## src/cpfm_pkg.sv

```systemverilog
// Package for the capture period / frequency meter.
// Holds widths, command and register codes, constants and the control structs.
// Used by every module of the block; depends on nothing.
`timescale 1ns / 1ps

package cpfm_pkg;

  localparam int CMD_W      = 2;
  localparam int COUNT_W    = 16;
  localparam int STAMP_W    = 2 * COUNT_W;
  localparam int CLK_W      = 32;
  localparam int PRESCALE_W = 9;
  localparam int TICKS_W    = STAMP_W + PRESCALE_W;
  localparam int NS_W       = 30;
  localparam int PROD_W     = TICKS_W + NS_W;
  localparam int PERIOD_W   = 32;
  localparam int FREQ_W     = 30;
  localparam int CFG_IDX_W  = 1;
  localparam int CFG_DATA_W = 32;

  localparam int MUL_STEPS  = NS_W;
  localparam int PDIV_STEPS = PROD_W;
  localparam int FDIV_STEPS = NS_W;
  localparam int STEP_W     = 7;

  localparam logic [NS_W-1:0] NS_PER_SEC = 30'd1000000000;

  localparam logic [CMD_W-1:0] CMD_TICK    = 2'd0;
  localparam logic [CMD_W-1:0] CMD_CAPTURE = 2'd1;
  localparam logic [CMD_W-1:0] CMD_ACK     = 2'd2;

  localparam logic [CFG_IDX_W-1:0] REG_CLOCK_RATE = 1'b0;
  localparam logic [CFG_IDX_W-1:0] REG_PRESCALE   = 1'b1;

  localparam logic [CLK_W-1:0]      CLOCK_RATE_RESET = 32'd24000000;
  localparam logic [PRESCALE_W-1:0] PRESCALE_RESET   = 9'd1;

  // controller -> datapath
  typedef struct packed {
    logic bump_overflow;
    logic load_first;
    logic load_diff;
    logic load_ticks;
    logic mul_load;
    logic mul_step;
    logic div_load_period;
    logic div_load_freq;
    logic div_step;
    logic save_period;
    logic load_out;
    logic fresh;
  } cpfm_cmd_t;

  // datapath -> controller
  typedef struct packed {
    logic later_greater;
    logic period_zero;
  } cpfm_status_t;

endpackage

```

## src/cpfm_div.sv

```systemverilog
// Shared restoring divider, one quotient bit per step.
// Dividend is loaded left-aligned; overflow flags quotient bits above 32.
// Depends on cpfm_pkg.
`timescale 1ns / 1ps

module cpfm_div
  import cpfm_pkg::*;
(
  input  logic                clk,
  input  logic                load,
  input  logic                step,
  input  logic [PROD_W-1:0]   dividend,
  input  logic [PERIOD_W-1:0] divisor,
  output logic [PERIOD_W-1:0] quotient,
  output logic                overflow
);

  logic [PROD_W-1:0]   dvd;
  logic [PERIOD_W-1:0] dvs;
  logic [PERIOD_W-1:0] rem;
  logic [PERIOD_W:0]   rem_sh;
  logic                ge;

  assign rem_sh = {rem, dvd[PROD_W-1]};
  assign ge     = rem_sh >= {1'b0, dvs};

  always_ff @(posedge clk) begin
    if (load) begin
      dvd      <= dividend;
      dvs      <= divisor;
      rem      <= '0;
      quotient <= '0;
      overflow <= 1'b0;
    end else if (step) begin
      dvd      <= {dvd[PROD_W-2:0], 1'b0};
      rem      <= ge ? PERIOD_W'(rem_sh - {1'b0, dvs}) : PERIOD_W'(rem_sh);
      quotient <= {quotient[PERIOD_W-2:0], ge};
      // a set bit leaving the top means the quotient does not fit
      overflow <= overflow | quotient[PERIOD_W-1];
    end
  end

endmodule

```

## src/cpfm_dp.sv

```systemverilog
// Datapath: configuration registers, wrap counter, capture timestamps,
// serial multiply by one billion, shared divider and the output register.
// Depends on cpfm_pkg and cpfm_div.
`timescale 1ns / 1ps

module cpfm_dp
  import cpfm_pkg::*;
(
  input  logic                  clk,
  input  logic                  rst,
  input  logic                  cfg_we,
  input  logic [CFG_IDX_W-1:0]  cfg_index,
  input  logic [CFG_DATA_W-1:0] cfg_data,
  input  logic [COUNT_W-1:0]    captured_count,
  input  cpfm_cmd_t             cmd,
  output cpfm_status_t          status,
  output logic [PERIOD_W-1:0]   period_ns,
  output logic [FREQ_W-1:0]     freq_hz,
  output logic                  fresh,
  output logic                  zero_period
);

  logic [CLK_W-1:0]      clock_rate;
  logic [PRESCALE_W-1:0] prescale;
  logic [COUNT_W-1:0]    overflow_count;
  logic [STAMP_W-1:0]    first_capture;
  logic [PERIOD_W-1:0]   last_period;
  logic [STAMP_W-1:0]    diff;
  logic [TICKS_W-1:0]    ticks;
  logic [PROD_W-1:0]     acc;
  logic [NS_W-1:0]       ns_sh;
  logic [STAMP_W-1:0]    stamp;
  logic                  div_load;
  logic [PROD_W-1:0]     div_dividend;
  logic [PERIOD_W-1:0]   div_divisor;
  logic [PERIOD_W-1:0]   div_q;
  logic                  div_ovf;

  assign stamp                = {overflow_count, captured_count};
  assign status.later_greater = first_capture < stamp;
  assign status.period_zero   = last_period == '0;

  always_ff @(posedge clk) begin
    if (rst) begin
      clock_rate     <= CLOCK_RATE_RESET;
      prescale       <= PRESCALE_RESET;
      overflow_count <= '0;
      first_capture  <= '0;
      last_period    <= '0;
    end else begin
      if (cfg_we) begin
        case (cfg_index)
          REG_CLOCK_RATE: clock_rate <= cfg_data[CLK_W-1:0];
          REG_PRESCALE:   prescale   <= cfg_data[PRESCALE_W-1:0];
          default: ;
        endcase
      end
      if (cmd.bump_overflow) overflow_count <= overflow_count + 1'b1;
      if (cmd.load_first)    first_capture  <= stamp;
      // saturate when the quotient needs more than 32 bits
      if (cmd.save_period)   last_period    <= div_ovf ? '1 : div_q;
    end
  end

  always_ff @(posedge clk) begin
    if (cmd.load_diff)  diff  <= stamp - first_capture;
    if (cmd.load_ticks) ticks <= TICKS_W'(diff) * TICKS_W'(prescale);
    if (cmd.mul_load) begin
      acc   <= '0;
      ns_sh <= NS_PER_SEC;
    end else if (cmd.mul_step) begin
      acc   <= {acc[PROD_W-2:0], 1'b0} + (ns_sh[NS_W-1] ? PROD_W'(ticks) : '0);
      ns_sh <= {ns_sh[NS_W-2:0], 1'b0};
    end
    if (cmd.load_out) begin
      period_ns   <= last_period;
      freq_hz     <= status.period_zero ? '0 : div_q[FREQ_W-1:0];
      fresh       <= cmd.fresh;
      zero_period <= status.period_zero;
    end
  end

  assign div_load     = cmd.div_load_period | cmd.div_load_freq;
  assign div_dividend = cmd.div_load_freq ? {NS_PER_SEC, {TICKS_W{1'b0}}} : acc;
  assign div_divisor  = cmd.div_load_freq ? last_period : clock_rate;

  cpfm_div u_div (
    .clk      (clk),
    .load     (div_load),
    .step     (cmd.div_step),
    .dividend (div_dividend),
    .divisor  (div_divisor),
    .quotient (div_q),
    .overflow (div_ovf)
  );

endmodule

```

## src/cpfm_ctrl.sv

```systemverilog
// Controller: decodes input items, tracks pairing and pending result,
// sequences multiply and divide steps, and drives the output handshake.
// Depends on cpfm_pkg.
`timescale 1ns / 1ps

module cpfm_ctrl
  import cpfm_pkg::*;
(
  input  logic             clk,
  input  logic             rst,
  input  logic             s_tvalid,
  input  logic [CMD_W-1:0] command,
  output logic             s_tready,
  output logic             m_tvalid,
  input  logic             m_tready,
  output cpfm_cmd_t        cmd,
  input  cpfm_status_t     status
);

  localparam logic [3:0] ST_IDLE   = 4'd0;
  localparam logic [3:0] ST_TICKS  = 4'd1;
  localparam logic [3:0] ST_MUL    = 4'd2;
  localparam logic [3:0] ST_PLOAD  = 4'd3;
  localparam logic [3:0] ST_DIVP   = 4'd4;
  localparam logic [3:0] ST_SAVE   = 4'd5;
  localparam logic [3:0] ST_FSTART = 4'd6;
  localparam logic [3:0] ST_DIVF   = 4'd7;
  localparam logic [3:0] ST_OUT    = 4'd8;

  logic [3:0]        state, state_next;
  logic [STEP_W-1:0] cnt, cnt_next;
  logic              awaiting, awaiting_next;
  logic              pending, pending_next;
  logic              fresh, fresh_next;
  logic              m_tvalid_next;

  assign s_tready = state == ST_IDLE;

  always_comb begin
    state_next    = state;
    cnt_next      = cnt;
    awaiting_next = awaiting;
    pending_next  = pending;
    fresh_next    = fresh;
    m_tvalid_next = m_tvalid && !m_tready;
    cmd           = '0;
    cmd.fresh     = fresh;
    case (state)
      ST_IDLE: begin
        if (s_tvalid) begin
          case (command)
            CMD_TICK: cmd.bump_overflow = 1'b1;
            CMD_ACK:  pending_next = 1'b0;
            CMD_CAPTURE: begin
              // drop captures until the last result is acknowledged
              if (!pending) begin
                if (!awaiting) begin
                  cmd.load_first = 1'b1;
                  awaiting_next  = 1'b1;
                end else begin
                  awaiting_next = 1'b0;
                  pending_next  = 1'b1;
                  if (status.later_greater) begin
                    cmd.load_diff = 1'b1;
                    fresh_next    = 1'b1;
                    state_next    = ST_TICKS;
                  end else begin
                    fresh_next = 1'b0;
                    state_next = ST_FSTART;
                  end
                end
              end
            end
            default: ;
          endcase
        end
      end
      ST_TICKS: begin
        cmd.load_ticks = 1'b1;
        cmd.mul_load   = 1'b1;
        cnt_next       = '0;
        state_next     = ST_MUL;
      end
      ST_MUL: begin
        cmd.mul_step = 1'b1;
        cnt_next     = cnt + 1'b1;
        if (cnt == STEP_W'(MUL_STEPS - 1)) state_next = ST_PLOAD;
      end
      ST_PLOAD: begin
        cmd.div_load_period = 1'b1;
        cnt_next            = '0;
        state_next          = ST_DIVP;
      end
      ST_DIVP: begin
        cmd.div_step = 1'b1;
        cnt_next     = cnt + 1'b1;
        if (cnt == STEP_W'(PDIV_STEPS - 1)) state_next = ST_SAVE;
      end
      ST_SAVE: begin
        cmd.save_period = 1'b1;
        state_next      = ST_FSTART;
      end
      ST_FSTART: begin
        if (status.period_zero) begin
          state_next = ST_OUT;
        end else begin
          cmd.div_load_freq = 1'b1;
          cnt_next          = '0;
          state_next        = ST_DIVF;
        end
      end
      ST_DIVF: begin
        cmd.div_step = 1'b1;
        cnt_next     = cnt + 1'b1;
        if (cnt == STEP_W'(FDIV_STEPS - 1)) state_next = ST_OUT;
      end
      ST_OUT: begin
        // hold until the output register is free
        if (!m_tvalid || m_tready) begin
          cmd.load_out  = 1'b1;
          m_tvalid_next = 1'b1;
          state_next    = ST_IDLE;
        end
      end
      default: state_next = ST_IDLE;
    endcase
  end

  always_ff @(posedge clk) begin
    if (rst) begin
      state    <= ST_IDLE;
      cnt      <= '0;
      awaiting <= 1'b0;
      pending  <= 1'b0;
      fresh    <= 1'b0;
      m_tvalid <= 1'b0;
    end else begin
      state    <= state_next;
      cnt      <= cnt_next;
      awaiting <= awaiting_next;
      pending  <= pending_next;
      fresh    <= fresh_next;
      m_tvalid <= m_tvalid_next;
    end
  end

endmodule

```

## src/capture_period_frequency_meter.sv

```systemverilog
// Capture period / frequency meter. An overflow tick or an acknowledge item
// is taken in the idle state. The second capture of a pair starts a
// computation (a latch of the difference, one 32x9 multiply, 30 shift-add
// steps by one billion, 71 steps of the shared bit-serial divider for the
// period and 30 more for the frequency); s_tready stays low during it. The
// result sits in an output register, so input items are taken while it
// waits for m_tready. Captures arriving while a result is unacknowledged
// are dropped. The period saturates at 2^32-1; a zero period gives zero
// frequency with the zero_period flag.
`timescale 1ns / 1ps

module capture_period_frequency_meter
  import cpfm_pkg::*;
(
  input  logic                  clk,
  input  logic                  rst,
  input  logic                  cfg_we,
  input  logic [CFG_IDX_W-1:0]  cfg_index,
  input  logic [CFG_DATA_W-1:0] cfg_data,
  input  logic                  s_tvalid,
  output logic                  s_tready,
  input  logic [15:0]           s_tdata,  // [15:0] captured_count
  input  logic [CMD_W-1:0]      s_tuser,  // [1:0] command
  output logic                  m_tvalid,
  input  logic                  m_tready,
  output logic [63:0]           m_tdata,  // [31:0] period_ns, [61:32] freq_hz, zero pad
  output logic [1:0]            m_tuser   // [0] fresh, [1] zero_period
);

  cpfm_cmd_t           cmd;
  cpfm_status_t        status;
  logic [PERIOD_W-1:0] period_ns;
  logic [FREQ_W-1:0]   freq_hz;
  logic                fresh;
  logic                zero_period;

  cpfm_ctrl u_ctrl (
    .clk      (clk),
    .rst      (rst),
    .s_tvalid (s_tvalid),
    .command  (s_tuser),
    .s_tready (s_tready),
    .m_tvalid (m_tvalid),
    .m_tready (m_tready),
    .cmd      (cmd),
    .status   (status)
  );

  cpfm_dp u_dp (
    .clk            (clk),
    .rst            (rst),
    .cfg_we         (cfg_we),
    .cfg_index      (cfg_index),
    .cfg_data       (cfg_data),
    .captured_count (s_tdata[COUNT_W-1:0]),
    .cmd            (cmd),
    .status         (status),
    .period_ns      (period_ns),
    .freq_hz        (freq_hz),
    .fresh          (fresh),
    .zero_period    (zero_period)
  );

  assign m_tdata = {2'b00, freq_hz, period_ns};
  assign m_tuser = {zero_period, fresh};

endmodule
```

## config.mk

```make
export PLATFORM = sky130hd
export DESIGN_NAME = capture_period_frequency_meter
export DESIGN_NICKNAME = d
export VERILOG_FILES = /design/src/cpfm_pkg.sv /design/src/cpfm_div.sv /design/src/cpfm_dp.sv /design/src/cpfm_ctrl.sv /design/src/capture_period_frequency_meter.sv
export SDC_FILE = /design/constraint.sdc
export NUM_CORES = 2
export LEC_CHECK = 0
export BUFFER_PORTS_ARGS = -buffer_cell sky130_fd_sc_hd__buf_2
export CORE_ASPECT_RATIO = 1.1
export CORE_MARGIN = 2
export CORE_UTILIZATION = 55
export CTS_CLUSTER_SIZE = 10
export DETAILED_ROUTE_END_ITERATION = 7
export GPL_TIMING_DRIVEN = 0
export MAX_ROUTING_LAYER = met4
export PLACE_DENSITY = 0.83
export SYNTH_ARGS = -nofsm -noshare
export SYNTH_HDL_FRONTEND = slang
export SYNTH_HIERARCHICAL = 1
export SYNTH_SLANG_ARGS = --single-unit
```

## constraint.sdc

```tcl
create_clock -name clk -period 6.95 [get_ports clk]
set_clock_uncertainty 0.1 [all_clocks]
set_input_delay 0.3475 -clock clk [delete_from_list [all_inputs] [get_ports clk]]
set_output_delay 0.3475 -clock clk [all_outputs]
set_load 0.01 [all_outputs]
```

==> run_results.csv <==
group,metric,value,unit
clocking,cts_buffers,60,
sta,worst_slew_pin_slew,1.25,ns
synth,ys_seq_area_share,36.3,%
grt,use_met2,46.7,%
synth,yosysUniqueCellTypes,98,
sta,rsz0062_at_grt,"false",
floorplanning,die_area,67500,µm²
setup_path,crit_required,7.17,ns
final_layout,syn_to_final_growth,11.4,%
synth,dominantRegCellSynth,"dfxtp_1",
synth,yosys.area.top_type,"edfxtp_1",
routing,drt-initial-drc-count,2305,
routing,ant_nets,0,
synth,synth-async-reset-ratio,0,%
grt,busiest_layer,"met2",
sta,hold_viol,0,
setup_path,critPathMaxFanout,10,
clocking,cts_setup_buffers,0,
pwr,p_leak,0.0168,µW
routing,wl_per_cell,18.8,µm
grt,grt_first_pass_wirelength,151000,µm
setup_path,crit_family,"adder cells",
placement,place_ws,0.204,ns
routing,vias,28700,
sta,slew_headroom,16.3,%
setup_path,r2r_slack,0.18,ns
routing,drc,0,
synth,synthCells,3794,
grt,overflow,0,
sta,setup_viol,0,
pwr,p_per_area,265,nW/µm²
grt,grt.total_usage,28.6,%
final_layout,fin_nets,4471,
setup_path,slowest_stage,"clkbuf_1",
floorplanning,die_w,248,µm
grt,grt_max_degree,44,
final_layout,multi_input_area,20700,µm²
floorplanning,start_util,55.5,%
clocking,root_buffer,"clkbuf_16",
clocking,cts.sink_count,533,
floorplanning,core,64900,µm²
floorplanning,dieHeight,272,µm
worst_hold_path,worst_hold_path_type,"in -> reg",
flow_run,maxCapViolCount,0,
setup_path,crit_type,"reg -> reg",
final_layout,fin_util,61.8,%
final_layout,regArea,13100,µm²
synth,synth_top_area_share,20.0,%
final_layout,fillers,5083,
floorplanning,rows,98,
setup_path,critPathMaxStageDelay,0.56,ns
synth,synthAdderAreaFrac,17.9,%
synth,synth-simple-area-share,18.5,%
sta,fin_hold_ws,0.0213,ns
run_status,status,"completed",
pwr,finalPower,10600,µW
placement,io_buffers,120,
floorplanning,ios,124,
setup_path,worstSetupEndpointType,"flip-flop",
sta,setup_slack,0.180,ns
synth,synth_top_family_by_area,"simple AND/OR/NAND/NOR gates",
clocking,clk_latency,0.66,ns
grt,grt_use_met1,35.9,%
clocking,cts_buffer_depth,3,
synth,synth_seq_cells,533,
routing,dr.pass1.iters,6,
synth,synthMuxAreaShare,6.31,%
synth,ys.warnings.count,6,
synth,synth_area_leaders,"edfxtp_1 20%, dfxtp_1 16%, fa_1 12%",
synth,syn_area,36000,µm²
synth,synth-compound-area-share,11.6,%
pwr,irDropWorstVdd,246,µV
routing,drt_wl_total,92900,µm
clocking,clk_pin_slew_worst_paths,0.06,ns
setup_path,worstPathArrival,6.99,ns
synth,syn_avg_cell_area,9.48,µm²
grt,grt_pass1_vias,28800,
synth,synth_xor_area_share,3.38,%
placement,dp_hpwl,68000,µm
final_layout,drive_gt1_share,9.36,%
grt,antenna_found_initial,3,
synth,synth_edf_count,240,
setup_path,path_cells,"clkbuf_1, and2_1, fa_1, fa_1, fa_1, inv_1, fa_1, inv_1, ha_1, clkbuf_1, and3_1, and2_1, a22oi_1, a211oi_1, o31ai_2, a21oi_1, o41ai_2, o311ai_1, xor2_1",
clocking,tritoncts,"yes",
sta,finalCritPeriodShare,97.4,%
setup_path,crit_buf_inv,4,
sta,final.min_clock_period,6.77,ns
setup_path,cpMostUsedCell,"fa_1",
routing,drt-vias-per-instance,5.81,
final_layout,layout_commonest_cell,"nand2_1",
clocking,htreeDepth,2,
setup_path,worst_setup_path_start_kind,"flip-flop",
final_layout,mostFrequentLayoutCells,"394 x nand2_1, 356 x inv_1, 308 x nor2_1",
sta,clock.fmax,148,MHz
grt,globalRouteMet3Util,3.98,%
placement,gp_congestion,1.02,
sta,slew_violations,0,
[flip-flops by register name, summed over array words and instances, names as in the netlist, 7 cells and up]
| signal | flops |
|---|---|
| u_ctrl/cnt | 7 |
| u_dp/u_div/quotient | 32 |
| u_dp/freq_hz | 30 |
| u_dp/first_capture | 32 |
| u_dp/u_div/rem | 32 |
| u_dp/ticks | 41 |
| u_dp/u_div/dvd | 71 |
| u_dp/prescale | 9 |
| u_dp/u_div/dvs | 32 |
| u_dp/period_ns | 32 |
| u_dp/overflow_count | 16 |
| u_dp/last_period | 32 |
| u_dp/ns_sh | 21 |
| u_dp/clock_rate | 32 |
| u_dp/acc | 71 |
| u_dp/diff | 32 |
[final cells by class]
cell class	instances	share of cell area [%]
Inverter	356	3.34
Antenna cell	5	0.0312
Multi-Input combinational cell	2704	51.8
Tap cell	850	2.65
Buffer	202	2.15
Clock inverter	4	0.234
Sequential cell	533	32.6
Clock buffer	109	4.28
Timing Repair Buffer	173	2.92
[final timing paths]
check | start | to | cells after the start
worst max-delay path | u_dp/prescale[6] | u_dp/ticks[39] | 19
worst min-delay path | s_tvalid | u_ctrl/pending | 4
worst max register to register | u_dp/prescale[6] | u_dp/ticks[39] | 19
worst min register to register | u_dp/ns_sh[22] | u_dp/ns_sh[23] | 2
[metrics by stage]
stage          area (µm²)  setup TNS [ns]  cells
5_1_grt             40100               0   4934
3_5_place_dp        37700               0   4768
3_3_place_gp        37600          -25.80   4765
2_1_floorplan       36000               0   3795
4_1_cts             40000               0   4931
6_report            40100               0   4936
[worst min-delay path, cell delays in order]
cell and delay, ns:
buf_2 0.15, nand3_1 0.08, nor2_1 0.10, nor3_1 0.06
[power by group]
group	switching (µW)	internal, µW	total, µW	leakage (µW)
Combinational	2130	1510	3630	0.0114
Clock	1270	1660	2930	0.000851
Sequential	360	3680	4040	0.00456
Total	3760	6850	10600	0.0168
[metal layers]
layer / wire length [µm] / share of wire (%)
met1: 37700 / 41
met2: 45000 / 48
met3: 6200 / 6.7
met4: 3980 / 4.3
met5: 0 / 0
[cell families after synthesis]
kind of cell             after synthesis
AND/OR/NAND/NOR                     1343
flip-flops                           533
XOR/XNOR                             139
multiplexers                         214
buffers and inverters                558
other                                  1
AO/OA/AOI/OAI                        621
adder cells (fa/ha/maj)              385
[synthesized netlist by cell type (15+ instances only)]
master    number
mux2_2       102
nand2b_1      28
nand4_1       48
o21bai_1      15
nor2_1       309
nor4_1        18
dfxtp_1      293
clkbuf_1     149
a21o_1        60
inv_1        356
o22ai_1       43
o21ai_0       85
edfxtp_1     240
xnor2_1       75
a311oi_1      18
mux2i_1      112
and3_1        24
nand3_1       70
and2_1       204
buf_2         16
nand2_1      394
ha_1         171
a21oi_1      196
nor3_1        48
xor2_1        64
or3_1         15
o21a_1        35
buf_1         23
nor2b_1      108
fa_1         214
a211oi_1      49
or2_2         22
[repair_timing]
action,in CTS,in global routing
resized for setup,0,4
endpoints found under the hold margin,61,0
endpoints found under the setup margin,0,44
hold buffers,50,0
(Power assumes the default switching activity.)
